File: src/rtl/blk_pkg.sv
// ----------------------------------------------------------------------------
// BLAKE-256 package
// Shared types, constant tables and command structures of the hash engine.
// ----------------------------------------------------------------------------
`default_nettype none

package blk_pkg;

	// Kind of block that the next compression works on.
	typedef enum logic [2:0] {
		KIND_FULL     = 3'd0,
		KIND_FIN_ONE  = 3'd1,
		KIND_FIN_TWOA = 3'd2,
		KIND_FIN_TWOB = 3'd3,
		KIND_FIN_FULA = 3'd4,
		KIND_FIN_FULB = 3'd5
	} kind_t;

	// Commands from the controller to the datapath.
	typedef struct packed {
		logic        byte_wr;
		logic        setup;
		kind_t       kind;
		logic        init_v;
		logic        g_half;
		logic        half;
		logic [2:0]  e_idx;
		logic [3:0]  sigma;
		logic        diag;
		logic        undiag;
		logic        finish;
		logic        clear;
		logic [2:0]  widx;
	} cmd_t;

	// Status from the datapath to the controller.
	typedef struct packed {
		logic [6:0] fill;
	} status_t;

	localparam int unsigned BLK_BYTES = 64;
	localparam int unsigned PAD_LAST  = 55;
	localparam int unsigned LEN_OFF   = 56;
	localparam int unsigned NUM_ROUNDS = 14;
	localparam int unsigned NUM_SIGMA  = 10;

	localparam logic [3:0] SIGMA_TAB [0:9][0:15] = '{
		'{4'd0, 4'd1, 4'd2, 4'd3, 4'd4, 4'd5, 4'd6, 4'd7,
		  4'd8, 4'd9, 4'd10, 4'd11, 4'd12, 4'd13, 4'd14, 4'd15},
		'{4'd14, 4'd10, 4'd4, 4'd8, 4'd9, 4'd15, 4'd13, 4'd6,
		  4'd1, 4'd12, 4'd0, 4'd2, 4'd11, 4'd7, 4'd5, 4'd3},
		'{4'd11, 4'd8, 4'd12, 4'd0, 4'd5, 4'd2, 4'd15, 4'd13,
		  4'd10, 4'd14, 4'd3, 4'd6, 4'd7, 4'd1, 4'd9, 4'd4},
		'{4'd7, 4'd9, 4'd3, 4'd1, 4'd13, 4'd12, 4'd11, 4'd14,
		  4'd2, 4'd6, 4'd5, 4'd10, 4'd4, 4'd0, 4'd15, 4'd8},
		'{4'd9, 4'd0, 4'd5, 4'd7, 4'd2, 4'd4, 4'd10, 4'd15,
		  4'd14, 4'd1, 4'd11, 4'd12, 4'd6, 4'd8, 4'd3, 4'd13},
		'{4'd2, 4'd12, 4'd6, 4'd10, 4'd0, 4'd11, 4'd8, 4'd3,
		  4'd4, 4'd13, 4'd7, 4'd5, 4'd15, 4'd14, 4'd1, 4'd9},
		'{4'd12, 4'd5, 4'd1, 4'd15, 4'd14, 4'd13, 4'd4, 4'd10,
		  4'd0, 4'd7, 4'd6, 4'd3, 4'd9, 4'd2, 4'd8, 4'd11},
		'{4'd13, 4'd11, 4'd7, 4'd14, 4'd12, 4'd1, 4'd3, 4'd9,
		  4'd5, 4'd0, 4'd15, 4'd4, 4'd8, 4'd6, 4'd2, 4'd10},
		'{4'd6, 4'd15, 4'd14, 4'd9, 4'd11, 4'd3, 4'd0, 4'd8,
		  4'd12, 4'd2, 4'd13, 4'd7, 4'd1, 4'd4, 4'd10, 4'd5},
		'{4'd10, 4'd2, 4'd8, 4'd4, 4'd7, 4'd6, 4'd1, 4'd5,
		  4'd15, 4'd11, 4'd9, 4'd14, 4'd3, 4'd12, 4'd13, 4'd0}
	};

	localparam logic [31:0] PI_TAB [0:15] = '{
		32'h243f6a88, 32'h85a308d3, 32'h13198a2e, 32'h03707344,
		32'ha4093822, 32'h299f31d0, 32'h082efa98, 32'hec4e6c89,
		32'h452821e6, 32'h38d01377, 32'hbe5466cf, 32'h34e90c6c,
		32'hc0ac29b7, 32'hc97c50dd, 32'h3f84d5b5, 32'hb5470917
	};

	localparam logic [31:0] IV_TAB [0:7] = '{
		32'h6a09e667, 32'hbb67ae85, 32'h3c6ef372, 32'ha54ff53a,
		32'h510e527f, 32'h9b05688c, 32'h1f83d9ab, 32'h5be0cd19
	};

endpackage

`default_nettype wire

File: src/rtl/blake256_hash_engine.sv
// ----------------------------------------------------------------------------
// BLAKE-256 hash engine
// Byte-wide message intake, 14-round compression and a word-wide digest.
// ----------------------------------------------------------------------------
// A byte that leaves its block unfinished is taken, and the engine stays ready for the next byte.
// Each compression does one G half-step a cycle in the datapath, with a diagonal and an undiagonal move each round.
// A final byte costs one or two compressions, then eight digest words, one a cycle while out_ready is high.
// No byte is taken during compression or while the digest drains.
// Reset loads the initial chain value and clears the counters; the buffer is left.
`default_nettype none

module blake256_hash_engine (
	input  wire logic        clk,
	input  wire logic        arst_n,
	input  wire logic        in_valid,
	output logic             in_ready,
	input  wire logic [7:0]  data_byte,
	input  wire logic        final_byte,
	output logic             out_valid,
	input  wire logic        out_ready,
	output logic [31:0]      digest_word,
	output logic [2:0]       word_index,
	output logic             digest_last
);
	import blk_pkg::*;

	cmd_t    cmd;
	status_t status;

	// Sequencer.
	blk_ctrl u_ctrl (
		.clk         (clk),
		.arst_n      (arst_n),
		.in_valid    (in_valid),
		.final_byte  (final_byte),
		.in_ready    (in_ready),
		.out_valid   (out_valid),
		.out_ready   (out_ready),
		.word_index  (word_index),
		.digest_last (digest_last),
		.status      (status),
		.cmd         (cmd)
	);

	// Storage and arithmetic.
	blk_dp u_dp (
		.clk         (clk),
		.arst_n      (arst_n),
		.cmd         (cmd),
		.data_byte   (data_byte),
		.status      (status),
		.digest_word (digest_word)
	);

endmodule

`default_nettype wire

File: src/rtl/blk_dp.sv
// ----------------------------------------------------------------------------
// BLAKE-256 datapath
// Block buffer, chain value, counters and one half of the G function a cycle.
// ----------------------------------------------------------------------------
`default_nettype none

module blk_dp (
	input  wire logic            clk,
	input  wire logic            arst_n,
	input  wire blk_pkg::cmd_t   cmd,
	input  wire logic [7:0]      data_byte,
	output blk_pkg::status_t     status,
	output logic [31:0]          digest_word
);
	import blk_pkg::*;

	logic [31:0] buf_q   [0:15];
	logic [31:0] chain_q [0:7];
	logic [31:0] v_q     [0:15];
	logic [63:0] bc_q;
	logic [63:0] tot_q;
	logic [6:0]  fill_q;
	logic [6:0]  blkf_q;
	logic        p80_q;
	logic        len_q;

	logic [3:0]  msg_addr;
	logic [3:0]  pi_addr;
	logic [31:0] msg_word;
	logic [31:0] v_g     [0:15];
	logic [31:0] v_rot   [0:15];
	logic [31:0] ga, gb, gc, gd;
	logic [63:0] fin_tot;
	logic [63:0] init_ctr;

	// Message word, with padding and length laid over the stored bytes.
	assign msg_addr = SIGMA_TAB[cmd.sigma][{cmd.e_idx, cmd.half}];
	assign pi_addr  = SIGMA_TAB[cmd.sigma][{cmd.e_idx, ~cmd.half}];

	always_comb begin
		logic [5:0] j;
		logic [7:0] b;
		msg_word = '0;
		for (int k = 0; k < 4; k++) begin
			j = {msg_addr, k[1:0]};
			b = 8'h00;
			if ({1'b0, j} < blkf_q) begin
				b = buf_q[msg_addr][8*(3-k) +: 8];
			end else begin
				if (({1'b0, j} == blkf_q) && p80_q)
					b = 8'h80;
				if (len_q && (j == 6'(PAD_LAST)))
					b = b | 8'h01;
				if (len_q && (j >= 6'(LEN_OFF)))
					b = tot_q[8*(7-int'(j[2:0])) +: 8];
			end
			msg_word[8*(3-k) +: 8] = b;
		end
	end

	// Half of G on column zero.
	always_comb begin
		logic [31:0] t;
		ga = v_q[0] + (msg_word ^ PI_TAB[pi_addr]) + v_q[4];
		t  = v_q[12] ^ ga;
		gd = cmd.half ? {t[7:0], t[31:8]} : {t[15:0], t[31:16]};
		gc = v_q[8] + gd;
		t  = v_q[4] ^ gc;
		gb = cmd.half ? {t[6:0], t[31:7]} : {t[11:0], t[31:12]};
		for (int i = 0; i < 16; i++)
			v_g[i] = v_q[i];
		v_g[0]  = ga;
		v_g[4]  = gb;
		v_g[8]  = gc;
		v_g[12] = gd;
		// Columns move left after the second half.
		for (int r = 0; r < 4; r++)
			for (int c = 0; c < 4; c++)
				v_rot[4*r+c] = cmd.half ? v_g[4*r+((c+1)%4)] : v_g[4*r+c];
	end

	assign fin_tot = bc_q + {54'd0, fill_q, 3'd0};

	// A block of padding alone takes a zero counter.
	assign init_ctr = (blkf_q != 7'd0) ? tot_q : 64'd0;

	// Control registers of the datapath.
	always_ff @(posedge clk or negedge arst_n) begin
		if (!arst_n) begin
			fill_q <= '0;
			bc_q   <= '0;
			for (int i = 0; i < 8; i++)
				chain_q[i] <= IV_TAB[i];
		end else begin
			if (cmd.byte_wr)
				fill_q <= fill_q + 7'd1;
			if (cmd.setup && (cmd.kind == KIND_FULL)) begin
				fill_q <= '0;
				bc_q   <= bc_q + 64'd512;
			end
			if (cmd.finish)
				for (int i = 0; i < 8; i++)
					chain_q[i] <= chain_q[i] ^ v_q[i] ^ v_q[i+8];
			if (cmd.clear) begin
				fill_q <= '0;
				bc_q   <= '0;
				for (int i = 0; i < 8; i++)
					chain_q[i] <= IV_TAB[i];
			end
		end
	end

	// Payload registers: buffer, block description and work vector.
	always_ff @(posedge clk) begin
		if (cmd.byte_wr)
			buf_q[fill_q[5:2]][8*(3-int'(fill_q[1:0])) +: 8] <= data_byte;
		if (cmd.setup) begin
			unique case (cmd.kind)
				KIND_FULL: begin
					tot_q <= bc_q + 64'd512; blkf_q <= 7'd64; p80_q <= 1'b0; len_q <= 1'b0;
				end
				KIND_FIN_ONE: begin
					tot_q <= fin_tot; blkf_q <= fill_q; p80_q <= 1'b1; len_q <= 1'b1;
				end
				KIND_FIN_TWOA: begin
					tot_q <= fin_tot; blkf_q <= fill_q; p80_q <= 1'b1; len_q <= 1'b0;
				end
				KIND_FIN_TWOB: begin
					blkf_q <= 7'd0; p80_q <= 1'b0; len_q <= 1'b1;
				end
				KIND_FIN_FULA: begin
					tot_q <= fin_tot; blkf_q <= 7'd64; p80_q <= 1'b0; len_q <= 1'b0;
				end
				KIND_FIN_FULB: begin
					blkf_q <= 7'd0; p80_q <= 1'b1; len_q <= 1'b1;
				end
				default: begin
					blkf_q <= 7'd0; p80_q <= 1'b0; len_q <= 1'b0;
				end
			endcase
		end
		if (cmd.init_v) begin
			for (int i = 0; i < 8; i++)
				v_q[i] <= chain_q[i];
			for (int i = 0; i < 4; i++)
				v_q[i+8] <= PI_TAB[i];
			v_q[12] <= PI_TAB[4] ^ init_ctr[31:0];
			v_q[13] <= PI_TAB[5] ^ init_ctr[31:0];
			v_q[14] <= PI_TAB[6] ^ init_ctr[63:32];
			v_q[15] <= PI_TAB[7] ^ init_ctr[63:32];
		end
		if (cmd.g_half)
			for (int i = 0; i < 16; i++)
				v_q[i] <= v_rot[i];
		if (cmd.diag)
			for (int r = 0; r < 4; r++)
				for (int c = 0; c < 4; c++)
					v_q[4*r+c] <= v_q[4*r+((c+r)%4)];
		if (cmd.undiag)
			for (int r = 0; r < 4; r++)
				for (int c = 0; c < 4; c++)
					v_q[4*r+c] <= v_q[4*r+((c+4-r)%4)];
	end

	assign status.fill  = fill_q;
	assign digest_word  = chain_q[cmd.widx];

endmodule

`default_nettype wire

File: src/rtl/blk_ctrl.sv
// ----------------------------------------------------------------------------
// BLAKE-256 controller
// Sequences byte intake, padding blocks, the fourteen rounds and the digest.
// ----------------------------------------------------------------------------
`default_nettype none

module blk_ctrl (
	input  wire logic              clk,
	input  wire logic              arst_n,
	input  wire logic              in_valid,
	input  wire logic              final_byte,
	output logic                   in_ready,
	output logic                   out_valid,
	input  wire logic              out_ready,
	output logic [2:0]             word_index,
	output logic                   digest_last,
	input  wire blk_pkg::status_t  status,
	output blk_pkg::cmd_t          cmd
);
	import blk_pkg::*;

	typedef enum logic [7:0] {
		ST_IDLE   = 8'b0000_0001,
		ST_SETUP  = 8'b0000_0010,
		ST_INIT   = 8'b0000_0100,
		ST_GH     = 8'b0000_1000,
		ST_DIAG   = 8'b0001_0000,
		ST_UNDIAG = 8'b0010_0000,
		ST_FIN    = 8'b0100_0000,
		ST_OUT    = 8'b1000_0000
	} state_t;

	state_t      state_q;
	kind_t       kind_q;
	logic        pend_q;
	logic        final_q;
	logic        half_q;
	logic [1:0]  g_q;
	logic        diag_q;
	logic [3:0]  round_q;
	logic [3:0]  sigma_q;
	logic [2:0]  widx_q;
	logic [6:0]  new_fill;

	assign new_fill = status.fill + 7'd1;

	// State and counters.
	always_ff @(posedge clk or negedge arst_n) begin
		if (!arst_n) begin
			state_q <= ST_IDLE;
			kind_q  <= KIND_FULL;
			pend_q  <= 1'b0;
			final_q <= 1'b0;
			half_q  <= 1'b0;
			g_q     <= '0;
			diag_q  <= 1'b0;
			round_q <= '0;
			sigma_q <= '0;
			widx_q  <= '0;
		end else begin
			unique case (state_q)
				ST_IDLE: begin
					if (in_valid) begin
						final_q <= final_byte;
						pend_q  <= 1'b0;
						if (final_byte) begin
							state_q <= ST_SETUP;
							if (new_fill == 7'(BLK_BYTES)) begin
								kind_q <= KIND_FIN_FULA;
								pend_q <= 1'b1;
							end else if (new_fill > 7'(PAD_LAST)) begin
								kind_q <= KIND_FIN_TWOA;
								pend_q <= 1'b1;
							end else begin
								kind_q <= KIND_FIN_ONE;
							end
						end else if (new_fill == 7'(BLK_BYTES)) begin
							kind_q  <= KIND_FULL;
							state_q <= ST_SETUP;
						end
					end
				end
				ST_SETUP: state_q <= ST_INIT;
				ST_INIT: begin
					half_q  <= 1'b0;
					g_q     <= '0;
					diag_q  <= 1'b0;
					round_q <= '0;
					sigma_q <= '0;
					state_q <= ST_GH;
				end
				ST_GH: begin
					half_q <= ~half_q;
					if (half_q) begin
						g_q <= g_q + 2'd1;
						if (g_q == 2'd3)
							state_q <= diag_q ? ST_UNDIAG : ST_DIAG;
					end
				end
				ST_DIAG: begin
					diag_q  <= 1'b1;
					state_q <= ST_GH;
				end
				ST_UNDIAG: begin
					diag_q  <= 1'b0;
					round_q <= round_q + 4'd1;
					sigma_q <= (sigma_q == 4'(NUM_SIGMA - 1)) ? 4'd0 : sigma_q + 4'd1;
					state_q <= (round_q == 4'(NUM_ROUNDS - 1)) ? ST_FIN : ST_GH;
				end
				ST_FIN: begin
					if (pend_q) begin
						pend_q  <= 1'b0;
						kind_q  <= (kind_q == KIND_FIN_FULA) ? KIND_FIN_FULB : KIND_FIN_TWOB;
						state_q <= ST_SETUP;
					end else if (final_q) begin
						widx_q  <= '0;
						state_q <= ST_OUT;
					end else begin
						state_q <= ST_IDLE;
					end
				end
				ST_OUT: begin
					if (out_ready) begin
						widx_q <= widx_q + 3'd1;
						if (widx_q == 3'd7)
							state_q <= ST_IDLE;
					end
				end
				default: state_q <= ST_IDLE;
			endcase
		end
	end

	// Commands to the datapath.
	always_comb begin
		cmd         = '0;
		cmd.kind    = kind_q;
		cmd.half    = half_q;
		cmd.e_idx   = {diag_q, g_q};
		cmd.sigma   = sigma_q;
		cmd.widx    = widx_q;
		cmd.byte_wr = (state_q == ST_IDLE) && in_valid;
		cmd.setup   = (state_q == ST_SETUP);
		cmd.init_v  = (state_q == ST_INIT);
		cmd.g_half  = (state_q == ST_GH);
		cmd.diag    = (state_q == ST_DIAG);
		cmd.undiag  = (state_q == ST_UNDIAG);
		cmd.finish  = (state_q == ST_FIN);
		cmd.clear   = (state_q == ST_OUT) && out_ready && (widx_q == 3'd7);
	end

	assign in_ready    = (state_q == ST_IDLE);
	assign out_valid   = (state_q == ST_OUT);
	assign word_index  = widx_q;
	assign digest_last = (widx_q == 3'd7);

endmodule

`default_nettype wire
File: config.mk
export PLATFORM = sky130hd
export DESIGN_NAME = blake256_hash_engine
export DESIGN_NICKNAME = d
export VERILOG_FILES = /design/src/rtl/blk_pkg.sv /design/src/rtl/blake256_hash_engine.sv /design/src/rtl/blk_dp.sv /design/src/rtl/blk_ctrl.sv
export SDC_FILE = /design/constraint.sdc
export NUM_CORES = 2
export LEC_CHECK = 0
export ABC_CLOCK_PERIOD_IN_PS = 15800
export BUFFER_PORTS_ARGS = -buffer_cell sky130_fd_sc_hd__buf_2
export CAP_MARGIN = 20
export CORE_MARGIN = 2
export CORE_UTILIZATION = 40
export DETAILED_ROUTE_END_ITERATION = 10
export PLACE_DENSITY = 0.62
export SKIP_LAST_GASP = 1
export SYNTH_ARGS = -nofsm -noshare
export SYNTH_HDL_FRONTEND = slang
export SYNTH_SLANG_ARGS = --single-unit
File: constraint.sdc
create_clock -name clk -period 15.8 [get_ports clk]
set_input_delay 1.58 -clock clk [delete_from_list [all_inputs] [get_ports clk]]
set_output_delay 1.58 -clock clk [all_outputs]
set_load 0.05 [all_outputs]
; After elaboration in Yosys (flattened, before gate mapping)
; Memories as Yosys holds them, arrays and structs flattened.
; Cells that the tools add are included.
[totals]
n_memories = 4
romBits = 1536
ff_bits = 428
elab_cells = 361
mem_bits_rw = 1024
out_inout_bits = 38
input_bits = 13
[op_classes]
addsub = 16
magnitude_cmp = 14
shifts = 6
n_mux = 150
n_reduce_logical = 38
n_eq_ne = 32
n_bitwise = 77
[mem_list]
columns = name, words, width, read_ports, rd_clocked_by_memory_dff, write_ports, line_no
row1 = (name not given), 16, 64, 1, 0, 0, blk_dp.sv:37  ; assign msg_addr = SIGMA_TAB[cmd.sigma][{cmd.e_idx, cmd.half}];
row2 = (name not given), 16, 32, 1, 0, 0, blk_dp.sv:64  ; ga = v_q[0] + (msg_word ^ PI_TAB[pi_addr]) + v_q[4];
row3 = u_dp.buf_q, 16, 32, 1, 0, 1, blk_dp.sv:17  ; logic [31:0] buf_q [0:15];
row4 = u_dp.v_q, 16, 32, 16, 0, 16, blk_dp.sv:19  ; logic [31:0] v_q [0:15];
[op_table]
columns = cell, n
row1 = $mux W32, 71
row2 = $xor A32 B32 Y32, 19
row3 = $mux W256, 2
row4 = $mux W64, 5
row5 = $shiftx A64 B32 Y8, 4
row6 = $mux W8, 21
row7 = $pmux W64 S2, 1
row8 = $add A32 B32 Y32, 3
row9 = $bmux W32 S3, 1
row10 = $add A64 B10 Y64, 1
row11 = $add A64 B10 Y64 const B, 1
row12 = $pmux W8 S7, 1
row13 = $or A1 B1 Y1, 48
row14 = $neg A32 Y33, 1
row15 = $shift A8 B33 Y32 const A, 1
row16 = $shiftx A8 B33 Y32, 1
row17 = $bmux W4 S4, 2
row18 = $eq A6 B7 Y1, 4
row19 = $lt A6 B7 Y1, 4
row20 = $mux W7, 4
row21 = $mux W3, 9
row22 = $ge A6 B6 Y1 const B, 4
row23 = $ge A5 B5 Y1 const B, 4
row24 = $mux W4, 5
row25 = other kinds (50), 116

; Depth between registers and ports, before layout
[depth]
depth_word = 25
depth_mapped = 52
mapped_depth_nobuf = 46

; Hierarchy
; A second synthesis with hierarchy kept.
[hier_totals]
cells_unflattened = 7558
area_unflattened_um2 = 78551.6
[modules_own_cells]
columns = module, instances, seq_area_each_um2, cells_per_inst, area_each_um2
row1 = blk_dp, 1, 40979.3, 7367, 76806.2
row2 = blk_ctrl, 1, 701.9, 191, 1745.4

; Least setup slack after synthesis
; Ideal clock, no wire load.
[synth_path]
kind = flip-flop to flip-flop
startpoint = reg u_ctrl.sigma_q[0]
endpoint = mem u_dp.v_q[7][20], data pin
path_slack_ps = 4810
path_buffers = 7
setup_ps = 278
required_time_ps = 15522
period_less_slack_ps = 10990
t_arrival_ps = 10712
path_stages_with_launch = 50
cell_sequence = dfrtp_1 buf_2 clkinv_1 ha_1 clkbuf_1 mux4_2 or2_0 a221o_1 o2bb2ai_2 inv_2 buf_2 buf_2 buf_2 buf_2 ha_1 and4b_1 a311oi_1 clkbuf_1 (+14 left out) xnor2_1 xor2_1 o21ai_0 inv_1 ha_1 a21o_1 a21o_1 a21oi_1 and3b_1 a211oi_1 nand2_1 and3_1 o32ai_1 o21ai_0 xnor2_1 xnor2_1 o21ai_0 o221ai_1
[synth_lines]
columns = element, line_no
row1 = "start, declared", blk_ctrl.sv:41  ; logic [3:0] sigma_q;
row2 = "start signal, assigned", blk_ctrl.sv:107  ; sigma_q <= (sigma_q == 4'(NUM_SIGMA - 1)) ? 4'd0 : sigma_q + 4'd1;
row3 = "end, declared", blk_dp.sv:19

==> qor.tcl <==
set qor(status) {finished, final reports clean}
set qor(grt_remaining_overflow) 0
set qor(avgSynthCellArea_um2) 10.6
set qor(detail_route.drc_violations) 0
set qor(clock-skew-final_ps) 48.4
set qor(gr-usage-met1_pct) 37.8
set qor(setup-violations-final) 0
set qor(hp-start) {u_ctrl.round_q[3]}
set qor(fp.dieArea_um2) 197000
set qor(critical_path.max_fanout) 132
set qor(synth_nets) 7441
set qor(worstSetupPathType) {reg -> reg}
set qor(ff_latch_area_um2) 41700
set qor(io_pins) 51
set qor(cts-htree-levels) 4
set qor(synth_async_sr_flop_share_pct) 24.0
set qor(vias) 60773
set qor(required_ps) 16350
set qor(multiInputGateArea_um2) 33300
set qor(area_delta_synth_final_pct) 10.3
set qor(worst_setup_path_endpoint) {u_dp.v_q[7][18]}
set qor(rsz0062_at_grt) {false}
set qor(timing.final.crit_period_ps) 14150
set qor(post_route_cells_drive_above_1_share_pct) 10.5
set qor(timing.rr.start) {u_ctrl.sigma_q[1]}
set qor(global_route_wire_length_before_repair_um) 402000
set qor(ys_ff_latch) 1440
set qor(synth_area_um2) 77300
set qor(tritoncts_num_sinks) 1440
set qor(postRouteWirelength_um) 278000
set qor(tritoncts) {built}
set qor(min_path_type) {reg -> reg}
set qor(layout_commonest_cell) {nand2_1}
set qor(clkSlewWorstSetupHoldPaths_ps) 60
set qor(worst-endpoint-arrival_ps) 14700
set qor(critical_path_depth) 43
set qor(final_core_util_pct) 44.4
set qor(placement_rows) 161
set qor(report.final.hold_viol_count) 0
set qor(worst_reg2reg_path_depth) 43
set qor(antenna_found_initial) 12
set qor(port-buffer-count) 50
set qor(core-area_um2) 192000
set qor(max-clock-path-buffers) 3
set qor(finalCritPeriodShare_pct) 89.6
set qor(pre_cts_slack_ps) 2000
set qor(critPathLaunch) {u_ctrl.sigma_q[1]}
set qor(ys_types) 92
set qor(yosys_warnings) 0
set qor(cpMaxStageDelayCell) {dfrtp_1}
set qor(max-slew-margin-rel_pct) 12.2
set qor(vias_in_the_first_global_route) 56518
set qor(post_synth_inst_count) 7297
set qor(grt_max_degree) 167
set qor(fillCellCount) 17969
set qor(viasPerCell) 6.19
set qor(top_usage_layer) {met2}
set qor(grt_total_usage_pct) 27.5
set qor(cts_hold_buf) 0
set qor(worst-path-buf-inv) 5
set qor(synth-edff-count) 1094
set qor(cts_made_buffers) 158
set qor(ys.flop_type) {edfxtp_1}
set qor(clk_latency_ps) 860
set qor(timing.fmax_mhz) 70.7
set qor(cts_setup_buffers) 0
set qor(report.final.slew_viol_count) 0
set qor(regToRegEndpoint) {u_dp.v_q[7][18]}
set qor(post_drt_wl_per_cell_um) 28.3
set qor(crit_family) {compound AO/OA/AOI/OAI gates}
set qor(drt_pre_antenna_iters) 9
set qor(gr-usage-met3_pct) 7.85
set qor(drv_cap) 0
set qor(clk_root_buffer_cell) {clkbuf_16}
set qor(fin_setup_tns_ps) 0
set qor(gp_congestion) 1.03
set qor(detail-route-antenna-nets) 0
set qor(cts-resized-gates) 0
set qor(r2r_slack_ps) 1650
set qor(dp.final_hpwl_um) 189000
set qor(global_route.usage.met2_pct) 40.3
set qor(cpPeakStageDelay_ps) 810
set qor(critical_path.endpoint_type) {flop}
set qor(fp.dieH_um) 444
set qor(start_util_pct) 40.2
set qor(synth_seq_area_share_pct) 53.9
set qor(finish.net_count) 7292
set qor(die_w_um) 444
set qor(worst-slew-pin-transition_ps) 1310
set qor(cp-start-kind) {flop}
set qor(fin_ws_ps) 1650
set qor(dr.first_iter.drc_count) 8960
set qor(layout.cells.most_common_list) {nand2_1, edfxtp_1, nor2_1, a21oi_1, o21ai_0}
==> worst register-to-register path, delay by kind of cell (launching register included) <==
family / cells / cell delay [ps]
buffers and inverters: 5 / 1410
xor gates and xnor gates: 5 / 2510
DFF: 1 / 810
and+or+nand+nor: 10 / 2270
AOI/OAI and AO/OA: 18 / 4480
adders and majority gates: 5 / 2410
==> registers in the layout (all words and copies together) (netlist names) <==
name	count
u_dp.tot_q	61
u_ctrl.state_q	8
u_ctrl.round_q	4
u_ctrl.diag_q	1
u_ctrl.half_q	1
u_dp.status	7
u_dp.v_q	512
u_ctrl.word_index	3
u_dp.len_q	1
u_dp.buf_q	512
u_ctrl.sigma_q	4
u_ctrl.final_q	1
u_ctrl.pend_q	1
u_ctrl.g_q	2
u_dp.blkf_q	7
u_dp.bc_q	55
u_dp.p80_q	1
u_dp.chain_q	256
u_ctrl.kind_q	3
==> routing by layer <==
layer / up-vias / routed length [µm]
met4: 12 / 14100
met5: - / 92
met3: 649 / 32600
li1: 26131 / -
met1: 30412 / 112000
met2: 3569 / 119000
==> synth_stat cells, drive strengths merged, types with 33 or more instances <==
library cell | instances | area (µm²)
o22ai | 36 | 231
dfrtp | 209 | 5230
dfstp | 137 | 3600
ha | 98 | 1230
a22o | 45 | 394
o21ai | 433 | 2170
xnor2 | 381 | 3340
and2 | 37 | 231
mux2i | 221 | 2210
buf | 140 | 634
fa | 33 | 661
a222oi | 39 | 390
inv | 156 | 586
nor3 | 96 | 480
clkbuf | 345 | 1300
nand2 | 1128 | 4230
a21oi | 482 | 2410
a311oi | 38 | 333
a211oi | 39 | 298
mux2 | 37 | 417
a21o | 48 | 360
nor2 | 739 | 2780
edfxtp | 1094 | 32900
nand3 | 90 | 450
nor2b | 35 | 219
o211ai | 41 | 308
a31oi | 182 | 1140
xor2 | 215 | 1890
mux4 | 99 | 2230
and3 | 227 | 1420
a221o | 37 | 370
==> cells by family (layout without fill, tap and decap cells) <==
group	Yosys count	after routing	synth area share, %
buffers and inverters	644	629	3.27
and+or+nand+nor	2483	2483	13.9
DFF	1440	1440	53.9
adders and majority gates	131	131	2.44
AOI/OAI and AO/OA	1645	1645	13.4
xor gates and xnor gates	597	597	6.79
other	0	3	0
muxes	357	357	6.29
==> final cells by class <==
| class | count | share of cell area (%) |
|---|---|---|
| Antenna cell | 3 | 0.00881 |
| Tap cell | 2526 | 3.71 |
| Timing Repair Buffer | 176 | 1.54 |
| Clock inverter | 73 | 0.901 |
| Multi-Input combinational cell | 5213 | 39.1 |
| Clock buffer | 221 | 5.15 |
| Sequential cell | 1440 | 48.9 |
| Inverter | 159 | 0.716 |
==> worst min-delay path by stage <==
stage	slack [ps]	to	cells past startpoint
finish	490	u_ctrl.round_q[3]	1
global route	540	u_ctrl.round_q[3]	1
CTS	490	u_ctrl.round_q[3]	1
detailed placement	480	u_ctrl.round_q[3]	1
global placement	480	u_ctrl.round_q[3]	1
floorplan	450	u_ctrl.round_q[3]	1
==> stage by stage <==
step	std cells	hold WS (ps)	area (µm²)
2_1_floorplan	7297	450	77300
3_3_place_gp	9501	481	80000
3_5_place_dp	9502	479	80000
4_1_cts	9796	492	85100
5_1_grt	9808	542	85200
6_report	9811	490	85200
Power is left out: the tool's default activity adds up to more than one toggle a clock period on the data nets, which glitch-free logic cannot reach.
